==> config.mk <==
export PLATFORM = sky130hd
export DESIGN_NAME = row_area_average_downscaler
export DESIGN_NICKNAME = d
export VERILOG_FILES = /design/src/hw/rtl/rad_pkg.sv /design/src/hw/rtl/rad_ctrl.sv /design/src/hw/rtl/rad_lane.sv /design/src/hw/rtl/rad_merge.sv /design/src/hw/rtl/row_area_average_downscaler.sv
export SDC_FILE = /design/constraint.sdc
export NUM_CORES = 2
export LEC_CHECK = 0
export ABC_AREA = 1
export BUFFER_PORTS_ARGS = -buffer_cell sky130_fd_sc_hd__buf_4
export CORE_MARGIN = 10
export CORE_UTILIZATION = 50
export DETAILED_ROUTE_END_ITERATION = 6
export HOLD_SLACK_MARGIN = 0.06
export MAX_ROUTING_LAYER = met4
export PLACE_DENSITY = 0.67
export SYNTH_ARGS = -nofsm -noshare
export SYNTH_HDL_FRONTEND = slang
export SYNTH_HIERARCHICAL = 1
export SYNTH_SLANG_ARGS = --single-unit
export TNS_END_PERCENT = 30
==> constraint.sdc <==
create_clock -name clock -period 15.5 [get_ports clock]
set_input_delay 3.1 -clock clock [delete_from_list [all_inputs] [get_ports clock]]
set_output_delay 3.1 -clock clock [all_outputs]
set_load 0.02 [all_outputs]
==> src/hw/rtl/rad_pkg.sv <==
`timescale 1ns / 1ps

package rad_pkg;

   // Limit on the number of output pixels in one row.
   localparam int MAX_WIDTH = 4096;

   localparam int CNT_W    = 13;
   localparam int INDEX_W  = 12;
   localparam int UNITS_W  = 21;
   localparam int WEIGHT_W = 16;
   localparam int PIECE_W  = 9;
   localparam int SUM_W    = 16;
   localparam int NUM_LANES = 4;
   localparam int ADDR_W   = 4;

   localparam logic [PIECE_W-1:0] PIXEL_UNITS = 9'h100;
   localparam logic [7:0]         BYTE_MAX    = 8'hFF;
   localparam logic [SUM_W-1:0]   SUM_MAX     = 16'hFFFF;

   localparam logic [1:0] REG_OUT_WIDTH   = 2'd0;
   localparam logic [1:0] REG_STEP_RATIO  = 2'd1;
   localparam logic [1:0] REG_UNIT_WEIGHT = 2'd2;
   localparam logic [1:0] REG_ADD_MODE    = 2'd3;

   typedef enum logic [2:0] {
      S_IDLE   = 3'b001,
      S_WEIGHT = 3'b010,
      S_SUM    = 3'b100
   } state_type;

   // Per-pixel control that every channel lane sees in the accumulate cycle.
   typedef struct packed {
      logic [WEIGHT_W-1:0] w_first;
      logic [WEIGHT_W-1:0] w_rest;
      logic                clear;
      logic                active;
      logic                emit;
   } lane_ctrl_type;

   function automatic logic [7:0] sat_add_byte(input logic [7:0] a, input logic [7:0] b);
      logic [8:0] s;
      s = {1'b0, a} + {1'b0, b};
      return s[8] ? BYTE_MAX : s[7:0];
   endfunction

endpackage

==> src/hw/rtl/rad_ctrl.sv <==
`timescale 1ns / 1ps

module rad_ctrl import rad_pkg::*; (
   input  logic                clock,
   input  logic                reset,
   input  logic                load,
   input  logic                commit,
   input  logic                row_start,
   input  logic [CNT_W-1:0]    out_width,
   input  logic [UNITS_W-1:0]  step_ratio,
   input  logic [WEIGHT_W-1:0] unit_weight,
   output lane_ctrl_type       ctrl,
   output logic [INDEX_W-1:0]  out_index,
   output logic                row_done
);

   logic [UNITS_W-1:0]  units_left_ff, units_next_ff, units_next_in;
   logic [CNT_W-1:0]    outputs_done_ff, done_next_ff, done_next_in;
   lane_ctrl_type       ctrl_ff, ctrl_in;
   logic [INDEX_W-1:0]  index_ff;
   logic                last_ff, last_in;

   logic [UNITS_W-1:0]  eff_step, units;
   logic [CNT_W-1:0]    eff_width, done, done_inc;
   logic                whole;
   logic [PIECE_W-1:0]  piece_first, piece_rest;
   logic [24:0]         prod_first, prod_rest;

   always_comb begin
      eff_step  = (step_ratio < UNITS_W'(PIXEL_UNITS)) ? UNITS_W'(PIXEL_UNITS) : step_ratio;
      eff_width = (out_width > CNT_W'(MAX_WIDTH)) ? CNT_W'(MAX_WIDTH) : out_width;
      units     = row_start ? eff_step : units_left_ff;
      done      = row_start ? '0 : outputs_done_ff;
      done_inc  = done + CNT_W'(1);
      whole     = units > UNITS_W'(PIXEL_UNITS);

      // A pixel that reaches the output boundary is split in two pieces.
      piece_first = whole ? PIXEL_UNITS : units[PIECE_W-1:0];
      piece_rest  = PIXEL_UNITS - piece_first;
      prod_first  = 25'(piece_first) * 25'(unit_weight);
      prod_rest   = 25'(piece_rest) * 25'(unit_weight);

      ctrl_in.w_first = prod_first[23:8];
      ctrl_in.w_rest  = prod_rest[23:8];
      ctrl_in.clear   = row_start;
      ctrl_in.active  = done < eff_width;
      ctrl_in.emit    = ctrl_in.active && !whole;

      if (!ctrl_in.active) begin
         units_next_in = units;
      end else if (ctrl_in.emit) begin
         units_next_in = eff_step - UNITS_W'(piece_rest);
      end else begin
         units_next_in = units - UNITS_W'(PIXEL_UNITS);
      end
      done_next_in = ctrl_in.emit ? done_inc : done;
      last_in      = done_inc == eff_width;
   end

   always_ff @(posedge clock) begin
      if (load) begin
         ctrl_ff       <= ctrl_in;
         units_next_ff <= units_next_in;
         done_next_ff  <= done_next_in;
         index_ff      <= done[INDEX_W-1:0];
         last_ff       <= last_in;
      end
   end

   always_ff @(posedge clock) begin
      if (reset) begin
         units_left_ff   <= UNITS_W'(PIXEL_UNITS);
         outputs_done_ff <= '0;
      end else if (commit) begin
         units_left_ff   <= units_next_ff;
         outputs_done_ff <= done_next_ff;
      end
   end

   assign ctrl      = ctrl_ff;
   assign out_index = index_ff;
   assign row_done  = last_ff;

   a_units_nonzero: assert property (@(posedge clock) disable iff (reset)
      units_left_ff != '0)
      else $error("units left in the current output dropped to zero");

   a_done_bounded: assert property (@(posedge clock) disable iff (reset)
      outputs_done_ff <= CNT_W'(MAX_WIDTH))
      else $error("output count ran past the width limit");

endmodule

==> src/hw/rtl/rad_lane.sv <==
`timescale 1ns / 1ps

module rad_lane import rad_pkg::*; (
   input  logic          clock,
   input  logic          reset,
   input  logic          commit,
   input  lane_ctrl_type ctrl,
   input  logic          add_mode,
   input  logic [7:0]    src_byte,
   input  logic [7:0]    dest_byte,
   output logic [7:0]    out_byte
);

   logic [SUM_W-1:0] sum_ff, sum_in;
   logic [SUM_W-1:0] base, acc_sat;
   logic [23:0]      prod_first, prod_rest;
   logic [SUM_W:0]   acc;

   always_comb begin
      base       = ctrl.clear ? '0 : sum_ff;
      prod_first = 24'(src_byte) * 24'(ctrl.w_first);
      prod_rest  = 24'(src_byte) * 24'(ctrl.w_rest);
      acc        = {1'b0, base} + {1'b0, prod_first[SUM_W-1:0]};
      acc_sat    = acc[SUM_W] ? SUM_MAX : acc[SUM_W-1:0];
      out_byte   = add_mode ? sat_add_byte(acc_sat[15:8], dest_byte) : acc_sat[15:8];

      // After an output completes, the sum restarts with the leftover piece.
      if (!ctrl.active) begin
         sum_in = base;
      end else if (ctrl.emit) begin
         sum_in = prod_rest[SUM_W-1:0];
      end else begin
         sum_in = acc_sat;
      end
   end

   always_ff @(posedge clock) begin
      if (reset) begin
         sum_ff <= '0;
      end else if (commit) begin
         sum_ff <= sum_in;
      end
   end

endmodule

==> src/hw/rtl/rad_merge.sv <==
`timescale 1ns / 1ps

module rad_merge import rad_pkg::*; (
   input  logic                 clock,
   input  logic                 reset,
   input  logic                 load,
   input  logic [31:0]          pixel,
   input  logic [INDEX_W-1:0]   index,
   input  logic                 last,
   output logic                 rsp_tvalid,
   input  logic                 rsp_tready,
   output logic [47:0]          rsp_tdata,
   output logic                 rsp_tlast
);

   logic                valid_ff;
   logic [31:0]         pixel_ff;
   logic [INDEX_W-1:0]  index_ff;
   logic                last_ff;

   always_ff @(posedge clock) begin
      if (reset) begin
         valid_ff <= 1'b0;
      end else if (load) begin
         valid_ff <= 1'b1;
      end else if (rsp_tready) begin
         valid_ff <= 1'b0;
      end
   end

   always_ff @(posedge clock) begin
      if (load) begin
         pixel_ff <= pixel;
         index_ff <= index;
         last_ff  <= last;
      end
   end

   assign rsp_tvalid = valid_ff;
   assign rsp_tdata  = {4'b0, index_ff, pixel_ff};
   assign rsp_tlast  = last_ff;

endmodule

==> src/hw/rtl/row_area_average_downscaler.sv <==
`timescale 1ns / 1ps

// Horizontal area-averaging downscaler for one row of ARGB pixels at a time.
// Source pixels enter on the req channel: tdata holds the source pixel and the
// destination pixel, tuser flags the first pixel of a row. Averaged output
// pixels leave on the rsp channel with their position in the row; tlast marks
// the last output of the row. A source pixel yields zero or one output.
// Each accepted pixel passes through the weight step, which multiplies the
// weights of its two pieces, and then the accumulate step, in which the four
// channel lanes multiply and accumulate. A new pixel can be taken in the same
// cycle that the previous one finishes, and not before; an output is written
// to the output register when its pixel commits at the end of accumulation.
// The output register holds a finished pixel while the receiver stalls, and
// the block keeps taking pixels until one more output is ready; then req_tready
// stays low until the waiting output is taken.
// Reset clears the sums and the output count and acts as the start of a row
// with a step of one pixel. The user writes registers over the csr port only
// while the block is idle; the block itself does not enforce this.
module row_area_average_downscaler import rad_pkg::*; (
   input  logic              clock,
   input  logic              reset,

   input  logic              req_tvalid,
   output logic              req_tready,
   input  logic [63:0]       req_tdata,   // src_pixel [31:0], dest_pixel [63:32]
   input  logic              req_tuser,   // row_start

   output logic              rsp_tvalid,
   input  logic              rsp_tready,
   output logic [47:0]       rsp_tdata,   // out_pixel [31:0], out_index [43:32]
   output logic              rsp_tlast,   // row_done

   input  logic              csr_psel,
   input  logic              csr_penable,
   input  logic              csr_pwrite,
   input  logic [ADDR_W-1:0] csr_paddr,
   input  logic [31:0]       csr_pwdata,
   output logic [31:0]       csr_prdata,
   output logic              csr_pready
);

   logic [CNT_W-1:0]    out_width_ff;
   logic [UNITS_W-1:0]  step_ratio_ff;
   logic [WEIGHT_W-1:0] unit_weight_ff;
   logic                add_mode_ff;

   state_type           state_ff, state_in;
   logic [31:0]         src_ff, dest_ff;
   logic                row_start_ff;

   lane_ctrl_type       ctrl;
   logic [INDEX_W-1:0]  out_index;
   logic                row_done;
   logic [31:0]         lane_pixel;
   logic                req_xfer, cfg_write, can_commit, commit, load;

   // Configuration registers.
   assign csr_pready = 1'b1;
   assign cfg_write  = csr_psel && csr_penable && csr_pwrite && csr_pready;

   always_ff @(posedge clock) begin
      if (reset) begin
         out_width_ff   <= CNT_W'(1);
         step_ratio_ff  <= UNITS_W'(PIXEL_UNITS);
         unit_weight_ff <= WEIGHT_W'(PIXEL_UNITS);
         add_mode_ff    <= 1'b0;
      end else if (cfg_write) begin
         case (csr_paddr[3:2])
            REG_OUT_WIDTH:   out_width_ff   <= csr_pwdata[CNT_W-1:0];
            REG_STEP_RATIO:  step_ratio_ff  <= csr_pwdata[UNITS_W-1:0];
            REG_UNIT_WEIGHT: unit_weight_ff <= csr_pwdata[WEIGHT_W-1:0];
            REG_ADD_MODE:    add_mode_ff    <= csr_pwdata[0];
            default:         ;
         endcase
      end
   end

   always_comb begin
      case (csr_paddr[3:2])
         REG_OUT_WIDTH:   csr_prdata = 32'(out_width_ff);
         REG_STEP_RATIO:  csr_prdata = 32'(step_ratio_ff);
         REG_UNIT_WEIGHT: csr_prdata = 32'(unit_weight_ff);
         REG_ADD_MODE:    csr_prdata = 32'(add_mode_ff);
         default:         csr_prdata = '0;
      endcase
   end

   // Sequencing: weights in the S_WEIGHT state, lane accumulate in the S_SUM state that follows it.
   assign can_commit = !ctrl.emit || !rsp_tvalid || rsp_tready;
   assign commit     = (state_ff == S_SUM) && can_commit;
   assign load       = state_ff == S_WEIGHT;
   assign req_tready = (state_ff == S_IDLE) || commit;
   assign req_xfer   = req_tvalid && req_tready;

   always_comb begin
      case (state_ff)
         S_IDLE:   state_in = req_xfer ? S_WEIGHT : S_IDLE;
         S_WEIGHT: state_in = S_SUM;
         S_SUM: begin
            if (!can_commit) begin
               state_in = S_SUM;
            end else begin
               state_in = req_xfer ? S_WEIGHT : S_IDLE;
            end
         end
         default:  state_in = S_IDLE;
      endcase
   end

   always_ff @(posedge clock) begin
      if (reset) begin
         state_ff <= S_IDLE;
      end else begin
         state_ff <= state_in;
      end
   end

   always_ff @(posedge clock) begin
      if (req_xfer) begin
         src_ff       <= req_tdata[31:0];
         dest_ff      <= req_tdata[63:32];
         row_start_ff <= req_tuser;
      end
   end

   rad_ctrl u_ctrl (
      .clock       (clock),
      .reset       (reset),
      .load        (load),
      .commit      (commit),
      .row_start   (row_start_ff),
      .out_width   (out_width_ff),
      .step_ratio  (step_ratio_ff),
      .unit_weight (unit_weight_ff),
      .ctrl        (ctrl),
      .out_index   (out_index),
      .row_done    (row_done)
   );

   for (genvar l = 0; l < NUM_LANES; l++) begin : g_lane
      rad_lane u_lane (
         .clock     (clock),
         .reset     (reset),
         .commit    (commit),
         .ctrl      (ctrl),
         .add_mode  (add_mode_ff),
         .src_byte  (src_ff[8*l +: 8]),
         .dest_byte (dest_ff[8*l +: 8]),
         .out_byte  (lane_pixel[8*l +: 8])
      );
   end

   rad_merge u_merge (
      .clock      (clock),
      .reset      (reset),
      .load       (commit && ctrl.emit),
      .pixel      (lane_pixel),
      .index      (out_index),
      .last       (row_done),
      .rsp_tvalid (rsp_tvalid),
      .rsp_tready (rsp_tready),
      .rsp_tdata  (rsp_tdata),
      .rsp_tlast  (rsp_tlast)
   );

   a_no_accept_mid_pixel: assert property (@(posedge clock) disable iff (reset)
      req_xfer |-> state_ff != S_WEIGHT)
      else $error("pixel transfer while the weight stage is busy");

   a_no_overwrite: assert property (@(posedge clock) disable iff (reset)
      (state_ff == S_SUM && ctrl.emit && rsp_tvalid && !rsp_tready) |-> !commit && !req_tready)
      else $error("finished pixel would overwrite a stalled output");

   a_emit_shows: assert property (@(posedge clock) disable iff (reset)
      (commit && ctrl.emit) |=> rsp_tvalid)
      else $error("completed output did not reach the output register");

endmodule
After elaboration in Yosys (flattened, before gate mapping)
Cells that the tools add are included.
- latch bits: 0
- logic and storage cells: 116
- bits in registers: 345
- ROM bits: 0
- memories: 0
- RAM bits: 0
- input bits: 108
- output and inout bits: 84
- equal/unequal tests: 7
- divide/modulo/power cells: 0
- reduce and logical (&&, ||, !) cells: 18
- order comparisons: 4
- shift-type cells: 0
- mux-type cells: 38
- $mul: 10
- $add $sub $neg: 12
- bitwise gates (word level): 0
- operators by type and width (cell ; count):
    16-bit two-way mux ; 16
    8-bit by 16-bit multiplier with 16-bit output ; 8
    32-bit one-hot mux with 4 select lines ; 1
    21-bit two-way mux ; 4
    16-bit by 16-bit adder with 17-bit output ; 4
    8-bit two-way mux ; 8
    9-bit by 16-bit multiplier with 24-bit output ; 2
    13-bit two-way mux ; 3
    8-bit by 8-bit adder with 9-bit output ; 4
    21-bit by 9-bit greater-than comparator with 1-bit output (second input constant) ; 1
    21-bit by 9-bit less-than comparator with 1-bit output (second input constant) ; 1
    21-bit by 9-bit subtractor with 21-bit output ; 1
    21-bit by 9-bit subtractor with 21-bit output (second input constant) ; 1
    13-bit by 1-bit adder with 13-bit output (second input constant) ; 1
    13-bit == test ; 1
    13-bit greater-than comparator (second input constant) ; 1
    13-bit less-than comparator ; 1
    9-bit two-way mux ; 1
    3-bit one-hot mux with 3 select lines ; 1
    9-bit subtractor (first input constant) ; 1
    2-bit AND reduction ; 4
    1-bit logical AND ; 6
    2-bit == test (second input constant) ; 2
    3-bit by 1-bit == test with 1-bit output (second input constant) ; 1
    other kinds (10) ; 15

Longest topological paths before layout
- depth after elaboration: 9
- mapped depth: 48
- depth with buffers taken out: 47

Hierarchy
Netlist, hierarchy kept.
- modules (own cells, without submodules) (module ; area each (µm²) ; times used ; seq. area each (µm²) ; cells an instance):
    rad_ctrl ; 15179.6 ; 1 ; 3143.0 ; 1880
    rad_lane (g_lane[0].u_lane) ; 8338.0 ; 1 ; 320.3 ; 1261
    rad_lane (g_lane[2].u_lane) ; 8265.4 ; 1 ; 320.3 ; 1271
    rad_lane (g_lane[3].u_lane) ; 8099.0 ; 1 ; 320.3 ; 1218
    rad_lane (g_lane[1].u_lane) ; 8086.5 ; 1 ; 320.3 ; 1215
    row_area_average_downscaler ; 4473.0 ; 1 ; 3032.9 ; 413
    rad_merge ; 1425.1 ; 1 ; 1371.3 ; 55

Least setup slack after synthesis
OpenSTA, ideal clock, no wires.
- kind: input -> output
- from: input port csr_paddr[2]
- to: output port csr_prdata[12]
- required time: 12.400 ns
- stages: 6
- setup slack: 8.623 ns
- arrival time: 3.777 ns
- buffers on the path: 1
- cell sequence: inv_2 nand2_2 inv_1 buf_4 nand2_1 nand3_1
- cells in the longest elaborated chain, start to end: 2
- elaborated cells between the ends (all ways): 5
- classes of those cells: eq/ne (3); mux (1); reduce/logical (1)
- RTL lines (what ; RTL line ; RTL):
    from (decl) ; row_area_average_downscaler.sv:36 ; input logic [ADDR_W-1:0] csr_paddr,
    2-bit == test (tied with other cells) ; row_area_average_downscaler.sv:79 ; case (csr_paddr[3:2])
    32-bit one-hot mux with 4 select lines * ; row_area_average_downscaler.sv:79 ;
    to (decl) ; row_area_average_downscaler.sv:38 ; output logic [31:0] csr_prdata,
Mark *: on every way between the ends. The rest lies on a longest branch, timed or not. The select of a mux whose other input is x is not followed.

Worst setup path in the final report
- from: register src_ff[29]
- to: register u_merge.pixel_ff[25] (data pin)
- cells in the longest elaborated chain, start to end: 6
- RTL lines (what ; RTL line ; RTL):
    from (decl) ; row_area_average_downscaler.sv:48 ; logic [31:0] src_ff, dest_ff;
    from (signal assigned) ; row_area_average_downscaler.sv:120 ; src_ff <= req_tdata[31:0];
    8-bit by 16-bit multiplier with 16-bit output * ; rad_lane.sv:21 ; prod_first = 24'(src_byte) * 24'(ctrl.w_first);
    16-bit by 16-bit adder with 17-bit output * ; rad_lane.sv:23 ; acc = {1'b0, base} + {1'b0, prod_first[SUM_W-1:0]};
    16-bit two-way mux * ; rad_lane.sv:24 ; acc_sat = acc[SUM_W] ? SUM_MAX : acc[SUM_W-1:0];
    8-bit by 8-bit adder with 9-bit output ; rad_pkg.sv:43 ; s = {1'b0, a} + {1'b0, b};
    8-bit two-way mux ; rad_pkg.sv:44 ; return s[8] ? BYTE_MAX : s[7:0];
    8-bit two-way mux * ; rad_lane.sv:25 ; out_byte = add_mode ? sat_add_byte(acc_sat[15:8], dest_byte) : acc_sat[15:8];
    named net lane_pixel[25] ; row_area_average_downscaler.sv:54 ; logic [31:0] lane_pixel;
    to (signal assigned) ; rad_merge.sv:33 ; pixel_ff <= pixel;
    to (decl) ; rad_merge.sv:17 ; logic [31:0] pixel_ff;
The timed path passes the listed nets; every way through them passes the cells marked *.
A chain may end at the register's enable or synchronous reset.

==> impl_metrics.yaml <==
worst_setup_path:
  crit_arrival_ps: 8810
  critical_path.top_delay_family: "adder cells"
  crit_path_end_kind: "flop"
  path_class: "flop to flop"
  slowest_stage: "edfxtp_1"
  r2r_cells: 35
  critical_path.most_common_cell: "nand2_1"
  cp_max_fo: 22
  worstPathRequired_ps: 15860
  critPathLaunchType: "flop"
  max_stage_delay_ps: 1000
  critical_path_buf_inv_count: 4
  cp.depth: 35
clocking:
  hold_buffers: 0
  cts.sink_count: 345
  clock_latency_ps: 670
  root_buffer: "clkbuf_16"
  cts_setup_buffers: 0
  cts_tree: "built"
  cts_resized: 0
  clk_pin_slew_ps: 60
  cts_inserted_buffers: 46
  htreeDepth: 2
  clock_path_buffers: 3
logic_synthesis:
  synth_warnings: 6
  synth_top_family_by_area: "adder cells"
  synthSimpleGateAreaFrac_pct: 22.8
  synth_compound_area_share_pct: 8.27
  synth_cell_types: 81
  ys_async_sr_fraction_pct: 0
  synthTopCellsByArea: "fa_1, nand2_1, inv_1"
  yosysTopAreaCellShare_pct: 25.4
  syn_area_per_cell_um2: 7.37
  synthCells: 7313
  yosysTopAreaCell: "fa_1"
  synth_edf_count: 192
  yosys_register_bits: 345
  synthAdderAreaFrac_pct: 34.5
  yosysSeqAreaShare_pct: 16.4
  netlist_area_mm2: 0.0539
  synth_xor_area_share_pct: 3.60
  synth_ff_type: "edfxtp_1"
  synth_mux_area_share_pct: 0.0186
floorplan:
  die_x_um: 348
  fp.dieH_um: 348
  initial_core_util_pct: 50.3
  core_area_mm2: 0.107
  pin_count: 192
  die_area_mm2: 0.121
  fp-row-count: 120
power:
  p_int_mw: 5.46
  power_density_mw_per_mm2: 213
  pwr-share-clk_pct: 9.3
  p_comb_share_pct: 81.3
  seq_power_share_pct: 9.4
  p_leak_nw: 31.8
  switching_share_pct: 55.4
  p_switching_mw: 6.78
  irDropWorstVdd_v: 0.000158
final_layout:
  final_cell_mix: "nand2_1, inv_1, fa_1"
  nets: 8486
  n_antenna_cell: 0
  final_common_cell: "nand2_1"
  area_growth_pct: 6.85
  fill_cells: 10200
  layout-drive-gt1-share_pct: 7.08
  regArea_mm2: 0.00883
  multi_input_area_mm2: 0.0373
worst_hold_path:
  min_path_cells: 0
  hold_path.class: "flop to flop"
status:
  status: "finished, final reports clean"
timing:
  fin_hold_ws_ps: 419
  period_share_pct: 54.5
  timing.max_slew.rel_slack_pct: 24.7
  tightest_slew_ps: 1130
  report.final.setup_viol: 0
  drv_slew: 0
  rsz0062_at_grt: "false"
  fmax_ghz: 0.118
  min_period_ps: 8450
  fin_setup_tns_ps: 0
  clock_skew_ps: 41.4
  hold_viol: 0
detailed_routing:
  ant_nets: 0
  vias: 45700
  dr.pass1.iters: 5
  finalWirelength_um: 148000
  drc: 0
  drt_iter0_drc: 3119
  viasPerCell: 5.22
  wire_per_inst_um: 16.9
global_routing:
  grt_pass1_wl_um: 240000
  grt_max_degree: 73
  grt-ovfl-total: 0
  grtUsageTotal_pct: 25.1
  grt_pass1_vias: 45800
  antenna_found_initial: 0
placed_design:
  io_buffers: 162
  gp_congestion: 0.920
  post-dp-hpwl_um: 110000
run:
  drv_cap: 0
==> cell usage after synthesis, drive strengths merged, types with 5 or more instances <==
cell	instances
xnor2	96
fa	683
nand2	1918
nand4	45
o21a	11
a211oi	5
clkbuf	188
o211ai	28
nor3	38
xor2	124
inv	1675
a21o	14
nand3	288
and2	6
o21ai	289
nor4	11
nand3b	12
edfxtp	192
a21oi	335
clkinv	11
ha	392
a31oi	46
o21bai	24
dfxtp	153
nor2	558
buf	110
or2	20
==> registers in the layout, indices dropped and copies added (netlist names) <==
register / flops
u_merge/rsp_tlast: 1
u_ctrl/row_done: 1
dest_ff: 32
u_merge/pixel_ff: 32
u_ctrl/outputs_done_ff: 13
u_merge/index_ff: 12
unit_weight_ff: 16
state_ff: 3
g_lane.u_lane/sum_ff: 64
u_merge/rsp_tvalid: 1
u_ctrl/units_next_ff: 21
u_ctrl/units_left_ff: 21
u_ctrl/ctrl: 35
step_ratio_ff: 21
row_start_ff: 1
u_ctrl/done_next_ff: 13
out_width_ff: 13
src_ff: 32
u_ctrl/out_index: 12
add_mode_ff: 1
==> worst paths after layout <==
kind,slack (ps),endpoint,from
worst max-delay path,7050,u_merge/pixel_ff[25],src_ff[29]
worst min register to register,420,u_merge/index_ff[9],u_ctrl/out_index[9]
worst max register to register,7050,u_merge/pixel_ff[25],src_ff[29]
worst min-delay path,420,u_merge/index_ff[9],u_ctrl/out_index[9]
==> metrics by stage <==
step	cell area (um^2)	worst slack [ps]	power [mW]	instances	util [%]
global placement	56000	7190	10.9	8658	52.3
finish	57600	7050	12.2	8744	53.8
detailed placement	56000	7110	11.1	8658	52.3
CTS	57600	7080	12.3	8744	53.8
floorplan	53900	8620	8.78	7326	-
global route	57600	6480	13.7	8744	53.8
==> per-layer routing <==
metal	track usage (%)	wire length [um]
met1	32.3	64000
met2	40.5	68300
met3	2.93	9640
met4	9.57	6020
met5	-	0
==> cell families (layout without fill, tap and decap cells) <==
kind of cell               Yosys count  after routing
DFF                                345            345
adders and majority gates         1075           1075
AOI/OAI and AO/OA                  784            784
muxes                                1              1
xor gates and xnor gates           220            220
other                                3             16
buffers and inverters             1984           1999
and+or+nand+nor                   2901           2901
==> area by class of cell <==
class | instances | area share, %
clock buffers | 54 | 2.11
clock inverters | 32 | 0.680
inverters | 1686 | 11.0
multi-input cells | 4997 | 64.8
flip-flops and latches | 345 | 15.3
well taps | 1403 | 3.05
repair buffers | 227 | 2.96
==> power groups by stage <==
stage               Sequential [mW]  Clock, mW  Combinational [mW]
floorplan                      1.14          0                7.63
global placement               1.16          0                9.75
detailed placement             1.16          0                9.90
CTS                            1.14       1.18                9.96
global route                   1.15       1.21                11.4
finish                         1.15       1.14                9.95
Power figures use the tool's default switching activity.
